### config.mk
export PLATFORM = sky130hd
export DESIGN_NAME = lfgd_core
export DESIGN_NICKNAME = d
export VERILOG_FILES = /design/src/hw/rtl/lfgd_pkg.sv /design/src/hw/rtl/lfgd_core.sv
export SDC_FILE = /design/constraint.sdc
export NUM_CORES = 1
export LEC_CHECK = 0
export ABC_AREA = 1
export BUFFER_PORTS_ARGS = -buffer_cell sky130_fd_sc_hd__buf_4
export CAP_MARGIN = 10
export CORE_UTILIZATION = 54
export CTS_CLUSTER_SIZE = 12
export DETAILED_ROUTE_END_ITERATION = 10
export PLACE_DENSITY = 0.81
export SYNTH_ARGS = -nofsm -noshare
export SYNTH_HDL_FRONTEND = slang
export SYNTH_SLANG_ARGS = --single-unit
### constraint.sdc
create_clock -name clk -period 12.88 [get_ports clk]
set_input_delay 3.22 -clock clk [delete_from_list [all_inputs] [get_ports clk]]
set_output_delay 3.22 -clock clk [all_outputs]
set_load 0.01 [all_outputs]
### src/hw/rtl/lfgd_pkg.sv
// Shared types and constants for the LZSS flag-group decoder.
// Depends on nothing; the top level and the core refer to it by scoped names.
`timescale 1ns / 1ps
package lfgd_pkg;

	// input transaction: one byte of the compressed file
	typedef struct packed {
		logic [7:0] in_byte;
		logic       start_of_stream;
	} in_t;

	// output transaction: one result
	typedef struct packed {
		logic [7:0] out_byte;
		logic [2:0] status;
		logic       last_of_run;
	} out_t;

	// result handed from the core to the output register
	typedef struct packed {
		logic valid;
		out_t res;
	} emit_t;

	// result status codes
	localparam logic [2:0] STAT_BYTE      = 3'd0;
	localparam logic [2:0] STAT_FINAL     = 3'd1;
	localparam logic [2:0] STAT_BAD_MAGIC = 3'd2;
	localparam logic [2:0] STAT_EMPTY     = 3'd3;
	localparam logic [2:0] STAT_BAD_DIST  = 3'd4;

	// header layout: signature bytes, then a little-endian 32-bit size
	localparam logic [3:0] SIG_LEN  = 4'd8;
	localparam logic [3:0] HDR_LAST = 4'd11;
	localparam logic [7:0] SIG_BYTES [8] = '{
		8'h4C, 8'h5A, 8'h30, 8'h1A, 8'h00, 8'h77, 8'h00, 8'h01
	};

	// back-reference coding
	localparam int unsigned DIST_W         = 13;
	localparam logic [4:0]  MATCH_LEN_BASE = 5'd3;

endpackage

### src/hw/rtl/lfgd_core.sv
// Parser and copy sequencer: header check, flag groups, literals and back-references.
// Uses lfgd_pkg; drives the history RAM ports that the top level connects to lfgd_ram.
`timescale 1ns / 1ps
module lfgd_core #(
	parameter int WINDOW_DEPTH = 4096
) (
	input  logic                            clk,
	input  logic                            arst_n,
	input  logic                            in_valid,
	output logic                            in_ready,
	input  lfgd_pkg::in_t                   in_data,
	input  logic                            slot_free,
	output lfgd_pkg::emit_t                 emit,
	output logic                            ram_we,
	output logic [$clog2(WINDOW_DEPTH)-1:0] ram_waddr,
	output logic [7:0]                      ram_wdata,
	output logic                            ram_re,
	output logic [$clog2(WINDOW_DEPTH)-1:0] ram_raddr,
	input  logic [7:0]                      ram_rdata
);

	localparam int AW = $clog2(WINDOW_DEPTH);
	localparam int SW = ((AW > lfgd_pkg::DIST_W) ? AW : lfgd_pkg::DIST_W) + 1;
	localparam logic [AW-1:0] LAST_ADDR = AW'(WINDOW_DEPTH - 1);
	localparam logic [SW-1:0] DEPTH_EXT = SW'(WINDOW_DEPTH);

	typedef enum logic [2:0] {
		S_HEADER,
		S_FLAG,
		S_TOKEN,
		S_REF_LOW,
		S_COPY,
		S_DONE,
		S_ERROR
	} phase_t;

	phase_t      phase_q, phase_n, eff_phase;
	logic [3:0]  hdr_idx_q, hdr_idx_n, eff_idx;
	logic [31:0] size_q, size_n, eff_size, size_v;
	logic [31:0] pc_q, pc_n, pc_inc;
	logic [7:0]  flags_q, flags_n;
	logic [2:0]  tok_q, tok_n;
	logic [7:0]  pend_q, pend_n;
	logic [AW-1:0] wptr_q, wptr_n, wptr_inc;
	logic [AW-1:0] src_q, src_n, src_inc, src0;
	logic [4:0]  remain_q, remain_n, len;
	logic        dist1_q, dist1_n;
	logic [7:0]  last_byte_q, last_byte_n, copy_byte, b;
	logic [lfgd_pkg::DIST_W-1:0] ref_dist;
	logic [SW-1:0] diff;
	logic        accept, is_final, bad_dist;
	lfgd_pkg::emit_t emit_n;

	assign b         = in_data.in_byte;
	assign in_ready  = (phase_q != S_COPY) && slot_free;
	assign accept    = in_valid && in_ready;
	assign eff_phase = in_data.start_of_stream ? S_HEADER : phase_q;
	assign eff_idx   = in_data.start_of_stream ? 4'd0 : hdr_idx_q;
	assign eff_size  = in_data.start_of_stream ? 32'd0 : size_q;

	assign pc_inc   = pc_q + 32'd1;
	assign is_final = (pc_inc == size_q);
	assign wptr_inc = (wptr_q == LAST_ADDR) ? '0 : wptr_q + AW'(1);
	assign src_inc  = (src_q == LAST_ADDR) ? '0 : src_q + AW'(1);

	assign ref_dist = lfgd_pkg::DIST_W'({pend_q[7:4], b}) + lfgd_pkg::DIST_W'(1);
	assign len      = {1'b0, pend_q[3:0]} + lfgd_pkg::MATCH_LEN_BASE;
	assign bad_dist = ({{(32 - lfgd_pkg::DIST_W){1'b0}}, ref_dist} > pc_q)
		|| (SW'(ref_dist) > DEPTH_EXT);
	assign diff     = SW'(wptr_q) - SW'(ref_dist);
	assign src0     = diff[SW-1] ? AW'(diff + DEPTH_EXT) : AW'(diff);
	assign copy_byte = dist1_q ? last_byte_q : ram_rdata;

	always_comb begin
		size_v = eff_size;
		size_v[{eff_idx[1:0], 3'b000} +: 8] = eff_size[{eff_idx[1:0], 3'b000} +: 8] | b;
	end

	always_comb begin
		phase_n     = phase_q;
		hdr_idx_n   = hdr_idx_q;
		size_n      = size_q;
		pc_n        = pc_q;
		flags_n     = flags_q;
		tok_n       = tok_q;
		pend_n      = pend_q;
		wptr_n      = wptr_q;
		src_n       = src_q;
		remain_n    = remain_q;
		dist1_n     = dist1_q;
		last_byte_n = last_byte_q;
		emit_n      = '0;
		ram_we      = 1'b0;
		ram_waddr   = wptr_q;
		ram_wdata   = b;
		ram_re      = 1'b0;
		ram_raddr   = src_q;

		if (accept) begin
			if (in_data.start_of_stream) begin
				phase_n   = S_HEADER;
				hdr_idx_n = '0;
				size_n    = '0;
				pc_n      = '0;
				wptr_n    = '0;
				flags_n   = '0;
				tok_n     = '0;
				pend_n    = '0;
			end
			unique case (eff_phase)
				S_HEADER: begin
					if (eff_idx < lfgd_pkg::SIG_LEN) begin
						if (b != lfgd_pkg::SIG_BYTES[eff_idx[2:0]]) begin
							emit_n.valid           = 1'b1;
							emit_n.res.status      = lfgd_pkg::STAT_BAD_MAGIC;
							emit_n.res.last_of_run = 1'b1;
							phase_n                = S_ERROR;
						end else begin
							hdr_idx_n = eff_idx + 4'd1;
						end
					end else begin
						size_n    = size_v;
						hdr_idx_n = eff_idx + 4'd1;
						if (eff_idx == lfgd_pkg::HDR_LAST) begin
							if (size_v == 32'd0) begin
								emit_n.valid           = 1'b1;
								emit_n.res.status      = lfgd_pkg::STAT_EMPTY;
								emit_n.res.last_of_run = 1'b1;
								phase_n                = S_DONE;
							end else begin
								phase_n = S_FLAG;
								tok_n   = '0;
							end
						end
					end
				end
				S_FLAG: begin
					flags_n = b;
					tok_n   = '0;
					phase_n = S_TOKEN;
				end
				S_TOKEN: begin
					if (flags_q[tok_q]) begin
						pend_n  = b;
						phase_n = S_REF_LOW;
					end else begin
						ram_we                 = 1'b1;
						wptr_n                 = wptr_inc;
						pc_n                   = pc_inc;
						last_byte_n            = b;
						emit_n.valid           = 1'b1;
						emit_n.res.out_byte    = b;
						emit_n.res.status      = is_final ? lfgd_pkg::STAT_FINAL
							: lfgd_pkg::STAT_BYTE;
						emit_n.res.last_of_run = 1'b1;
						if (is_final) begin
							phase_n = S_DONE;
						end else if (tok_q == 3'd7) begin
							tok_n   = '0;
							phase_n = S_FLAG;
						end else begin
							tok_n   = tok_q + 3'd1;
							phase_n = S_TOKEN;
						end
					end
				end
				S_REF_LOW: begin
					if (bad_dist) begin
						emit_n.valid           = 1'b1;
						emit_n.res.status      = lfgd_pkg::STAT_BAD_DIST;
						emit_n.res.last_of_run = 1'b1;
						phase_n                = S_ERROR;
					end else begin
						// start the first history read now; data arrives in S_COPY
						remain_n  = len;
						dist1_n   = (ref_dist == lfgd_pkg::DIST_W'(1));
						src_n     = src0;
						ram_re    = 1'b1;
						ram_raddr = src0;
						phase_n   = S_COPY;
					end
				end
				default: begin
				end
			endcase
		end else if (phase_q == S_COPY && slot_free) begin
			// emit one copied byte; fetch the next source byte behind it
			ram_we                 = 1'b1;
			ram_wdata              = copy_byte;
			wptr_n                 = wptr_inc;
			pc_n                   = pc_inc;
			last_byte_n            = copy_byte;
			remain_n               = remain_q - 5'd1;
			src_n                  = src_inc;
			ram_re                 = 1'b1;
			ram_raddr              = src_inc;
			emit_n.valid           = 1'b1;
			emit_n.res.out_byte    = copy_byte;
			emit_n.res.status      = is_final ? lfgd_pkg::STAT_FINAL : lfgd_pkg::STAT_BYTE;
			emit_n.res.last_of_run = is_final || (remain_q == 5'd1);
			if (is_final) begin
				phase_n = S_DONE;
			end else if (remain_q == 5'd1) begin
				if (tok_q == 3'd7) begin
					tok_n   = '0;
					phase_n = S_FLAG;
				end else begin
					tok_n   = tok_q + 3'd1;
					phase_n = S_TOKEN;
				end
			end
		end
	end

	assign emit = emit_n;

	always_ff @(posedge clk or negedge arst_n) begin
		if (!arst_n) begin
			phase_q     <= S_HEADER;
			hdr_idx_q   <= '0;
			size_q      <= '0;
			pc_q        <= '0;
			flags_q     <= '0;
			tok_q       <= '0;
			pend_q      <= '0;
			wptr_q      <= '0;
			src_q       <= '0;
			remain_q    <= '0;
			dist1_q     <= 1'b0;
			last_byte_q <= '0;
		end else begin
			phase_q     <= phase_n;
			hdr_idx_q   <= hdr_idx_n;
			size_q      <= size_n;
			pc_q        <= pc_n;
			flags_q     <= flags_n;
			tok_q       <= tok_n;
			pend_q      <= pend_n;
			wptr_q      <= wptr_n;
			src_q       <= src_n;
			remain_q    <= remain_n;
			dist1_q     <= dist1_n;
			last_byte_q <= last_byte_n;
		end
	end

endmodule

After elaboration in Yosys (flattened, before gate mapping). Memory sizes are Yosys's and may differ from the RTL's. Index checks and enable logic that the tools add are counted.

Add/subtract/negate cells: 11. Magnitude comparators: 5. Eq/ne operators: 18. Shift operators: 3. Muxes and demuxes: 95. Bitwise logic cells: 3. Reduce and logical (&&, ||, !) cells: 17.

Operators by type and width (number): two-way mux 32 bit (8); two-way mux 12 bit (12); two-way mux 8 bit (15); two-way mux 3 bit (25); two-way mux 13 bit (3); adder 12 x 1 -> 12 bit, second input constant (3); adder 32 x 1 -> 32 bit, second input constant (1); bitwise mux 32 bit (1); == test 32 bit (1); > comparator 13 x 32 -> 1 bit (1); logical NOT 32 bit (1); variable shift 8 x 7 -> 32 bit, first input constant (1); variable part select 32 x 6 -> 8 bit (1); variable part select 8 x 7 -> 32 bit (1); == test 12 bit, second input constant (2); two-way mux 4 bit (6); two-way mux 5 bit (4); two-way mux 1 bit (14); subtractor 12 x 13 -> 14 bit (1); adder 12 x 1 -> 13 bit, second input constant (1); == test 13 x 1 -> 1 bit, second input constant (1); > comparator 13 bit, second input constant (1); one-hot mux 3 bit (4 select lines) (1); one-hot mux 4 bit (3 select lines) (1); 31 further kinds (46).

Bits in registers: 128. Memory bits (read-only): 64. Output and inout bits: 48. Word-level logic and storage cells: 165. Memories kept: 1.

Memories: (no name shown) (words 8, width 8, rd ports 1, clocked after memory_dff 0, write ports 0, RTL line lfgd_core.sv:113) `if (b != lfgd_pkg::SIG_BYTES[eff_idx[2:0]]) begin`.

Logic depth before layout (Yosys ltp).
Depth after elaboration: 11. Depth in mapped cells: 22. Mapped depth without buffers: 22.

Worst setup path after synthesis. Ideal clock, no wire load.

Path type: input to output. Start: input port in_data[1] in the netlist's numbering. End: output port ram_raddr[1]. Data arrival time: 5598 ps. Slack: 4062 ps. Stages: 20. Buffers on the path: 1. Cells stage by stage: ha_1 > nand2_2 > nor2_2 > inv_2 > nor3_4 > nand3_1 > nand2_1 > inv_1 > ha_1 > nand2_1 > nor4_1 > o21ai_0 > nand2_1 > o311ai_0 > nand2_1 > inv_2 > nand3_2 > nand2_2 > buf_6 > o211ai_1.

Word-level cells in the longest chain between the ends: 7.

RTL lines: start, declared (RTL line lfgd_core.sv:11) `input lfgd_pkg::in_t in_data,`; adder 12 x 1 -> 13 bit (*) (RTL line lfgd_core.sv:66) `assign ref_dist = lfgd_pkg::DIST_W'({pend_q[7:4], b}) + lfgd_pkg::DIST_W'(1);`; subtractor 12 x 13 -> 14 bit (RTL line lfgd_core.sv:70) `assign diff = SW'(wptr_q) - SW'(ref_dist);`; adder 12 x 1 -> 12 bit (RTL line lfgd_core.sv:71) `assign src0 = diff[SW-1] ? AW'(diff + DEPTH_EXT) : AW'(diff);`; two-way mux 12 bit (RTL line lfgd_core.sv:71); two-way mux 12 bit (*) (RTL line lfgd_core.sv:168) `if (bad_dist) begin`; two-way mux 12 bit (*); two-way mux 12 bit (*) (RTL line lfgd_core.sv:99) `if (accept) begin`; end, declared (RTL line lfgd_core.sv:18) `output logic [$clog2(WINDOW_DEPTH)-1:0] ram_raddr,`.

Mark *: on every way between the ends. The rest lies on a longest branch, timed or not.

==> flow_metrics.tcl <==
set metrics [dict create \
    htree_levels 4 \
    maxCapViolations 0 \
    hold_path_class "register to register" \
    die_w_um 144.3 \
    routed.top_layer "met4" \
    io-pin-count 69 \
    rows 51 \
    drt-pass1-iter-count 6 \
    critPathMaxFanout 41 \
    vias_per_cell 5.900 \
    clock_sinks 128 \
    syn_nets 1786 \
    yosysWarnings 0 \
    core_area_um2 19650 \
    critPathRequiredTime_ns 9.66 \
    path_cells "buf_4 -> nor2_2 -> clkinv_1 -> ha_1 -> clkinv_1 -> nor3_2 -> nand2_1 -> nand2_1 -> nor2_1 -> nand2_1 -> nor2_1 -> nand2_1 -> nor2_1 -> nand2_1 -> nand4_1 -> nand2_1 -> nand3_1 -> buf_4" \
    routed_wl_um 37130 \
    mostFrequentLayoutCells "504 x nand2_1, 197 x nor2_1, 191 x inv_1" \
    layout-drive-gt1-share_pct 10.25 \
    slew_headroom_pct 36.17 \
    fin_crit_sh_pct 77.92 \
    arrival_ns 6.82 \
    wl_per_cell_um 18.10 \
    place_ws_ns 2.875 \
    post_cts_buffers 0 \
    antenna_found_initial 0 \
    cp-start-kind "input pin" \
    status "completed" \
    ys.flop_type "dfrtp_1" \
    setup_slack_ns 2.843 \
    grt_pass1_wl_um 57950 \
    die_area_um2 20840 \
    slew_viol_final 0 \
    clock_latency_ns 0.44 \
    synth.distinct_cells 54 \
    drc 0 \
    dpl_cell_area_um2 11650 \
    final_common_cell "nand2_1" \
    drt-initial-drc-count 1461 \
    start_util_pct 55.67 \
    cts_tree "yes" \
    fmax_ghz 0.09964 \
    design_area_um2 12220 \
    fillers 1906 \
    routabilityCongestion 1.007 \
    syn-cell-area_um2 10940 \
    cpPeakStageDelay_ns 0.55 \
    ys_ff_latch 128 \
    area_delta_synth_final_pct 11.71 \
    worst_pin_slew_ns 0.9564 \
    cts_made_buffers 17 \
    period_needed_ns 10.04 \
    cts_buffer_depth 2 \
    ir_worst_vdd_mv 0.1157 \
    skew_ns 0.01019 \
    dpl.hpwl_um 27660 \
    wl_met3_um 3955 \
    rsz0062_at_grt "false" \
    crit_slowest_cell "nor2_2" \
    fin_nets 1834 \
    p_total_mw 2.400 \
    synth-edff-count 0 \
    cts-root-buf "clkbuf_16" \
    grtUsageTotal_pct 36.48 \
    routed-wl-met2_um 15960 \
    tns_ns 0 \
    ctsResizeCount 0 \
    finalHoldViolCount 0 \
    p_leak_nw 5.983 \
    final_util_pct 62.19 \
    insertedDiodeCount 0 \
    path_clk_slew_ns 0.07 \
    finalSetupViolCount 0 \
    cp_common_cell "nand2_1" \
    overflow 0 \
    grt_pass1_vias 10780 \
    synth-seq-area-share_pct 29.27 \
    die_h_um 144.3 \
    numPortBuffers 68 \
    power.density_nw_per_um2 196.3 \
    avgSynthCellArea_um2 6.343 \
    synthArstFlopShare_pct 100.0 \
    vias 12100 \
    synth_cells 1725 \
    cts.hold.buffers_added 0 \
    wl_met1_um 16180 \
    ant_nets 0 \
    grt_start_max_net_pins 72 \
    path_class "input pin to output port" \
    end_kind "output port" \
]
-- where the power goes --
part / internal (mW) / total, mW / switching (mW)
combinational: 0.405 / 1.16 / 0.759
clock: 0.256 / 0.481 / 0.225
sequential: 0.557 / 0.754 / 0.197
-- path summary, 6_finish.rpt --
kind,start,endpoint,slack (ns),depth (start not counted)
min in group asynchronous,arst_n,size_q[30],2.81,1
max,in_data[0],emit[0],2.84,18
min reg2reg,last_byte_q[2],last_byte_q[2],0.52,2
min,last_byte_q[2],last_byte_q[2],0.52,2
max in group asynchronous,arst_n,ram_waddr[1],8.83,2
max reg2reg,hdr_idx_q[0],phase_q[2],8.56,16
-- sequential cells by signal, summed over array words and instances (netlist names), 3 cells and up --
register     count
src_q           12
phase_q          3
flags_q          8
ram_waddr       12
tok_q            3
last_byte_q      8
size_q          32
pend_q           8
hdr_idx_q        4
remain_q         5
pc_q            32
-- Yosys cell counts, types with 11 or more instances --
cell | n | area share (%)
a21oi_1 | 50 | 2.3
inv_1 | 191 | 6.6
ha_1 | 39 | 4.5
nor2_4 | 12 | 1.2
nand3_1 | 154 | 7.0
nand2_2 | 16 | 0.91
nand2_1 | 504 | 17
nor2_2 | 16 | 0.91
dfrtp_1 | 128 | 29
o21ai_1 | 21 | 0.96
o21ai_0 | 133 | 6.1
nor3_1 | 11 | 0.50
nand4_1 | 21 | 1.2
a31oi_1 | 33 | 1.9
xor2_1 | 23 | 1.8
nor2_1 | 198 | 6.8
clkbuf_1 | 28 | 0.96
o22ai_1 | 31 | 1.8
-- critical path, delay by kind of cell --
kind	cells	cell delay (ns)
buffers and inverters	4	1.31
adders and majority gates	1	0.38
and+or+nand+nor	13	1.87
-- cell families (layout without fill, tap and decap cells) --
group	Yosys count	in the layout	synth area share [%]
adder cells (fa/ha/maj)	40	40	4.643
AND/OR/NAND/NOR	966	966	38.66
buffers and inverters	256	317	9.079
XOR/XNOR	34	34	2.985
AO/OA/AOI/OAI	301	301	15.36
flip-flops	128	128	29.27
-- cell type report --
| class | instances | area (um^2) | area share, % |
|---|---|---|---|
| Sequential cell | 128 | 3203 | 26.21 |
| Inverter | 209 | 785.8 | 6.428 |
| Clock buffer | 17 | 425.4 | 3.480 |
| Clock inverter | 15 | 143.9 | 1.177 |
| Multi-Input combinational cell | 1341 | 6759 | 55.30 |
| Timing Repair Buffer | 76 | 574.3 | 4.699 |
| Tap cell | 265 | 331.6 | 2.713 |
-- metrics by stage --
step	instances	hold WS, ns
final	2051	0.5177
after detailed placement	2019	0.5054
after floorplan	1725	0.4861
after CTS	2051	0.5219
after global placement	2019	0.4975
after global routing	2051	0.5411
-- per-layer routing --
layer | GRT usage (%) | vias up
met5 | 0 | -
met4 | 12.47 | 0
met3 | 9.205 | 82
li1 | - | 5763
met2 | 53.67 | 673
met1 | 51.61 | 5582
Power figures use the tool's default switching activity.
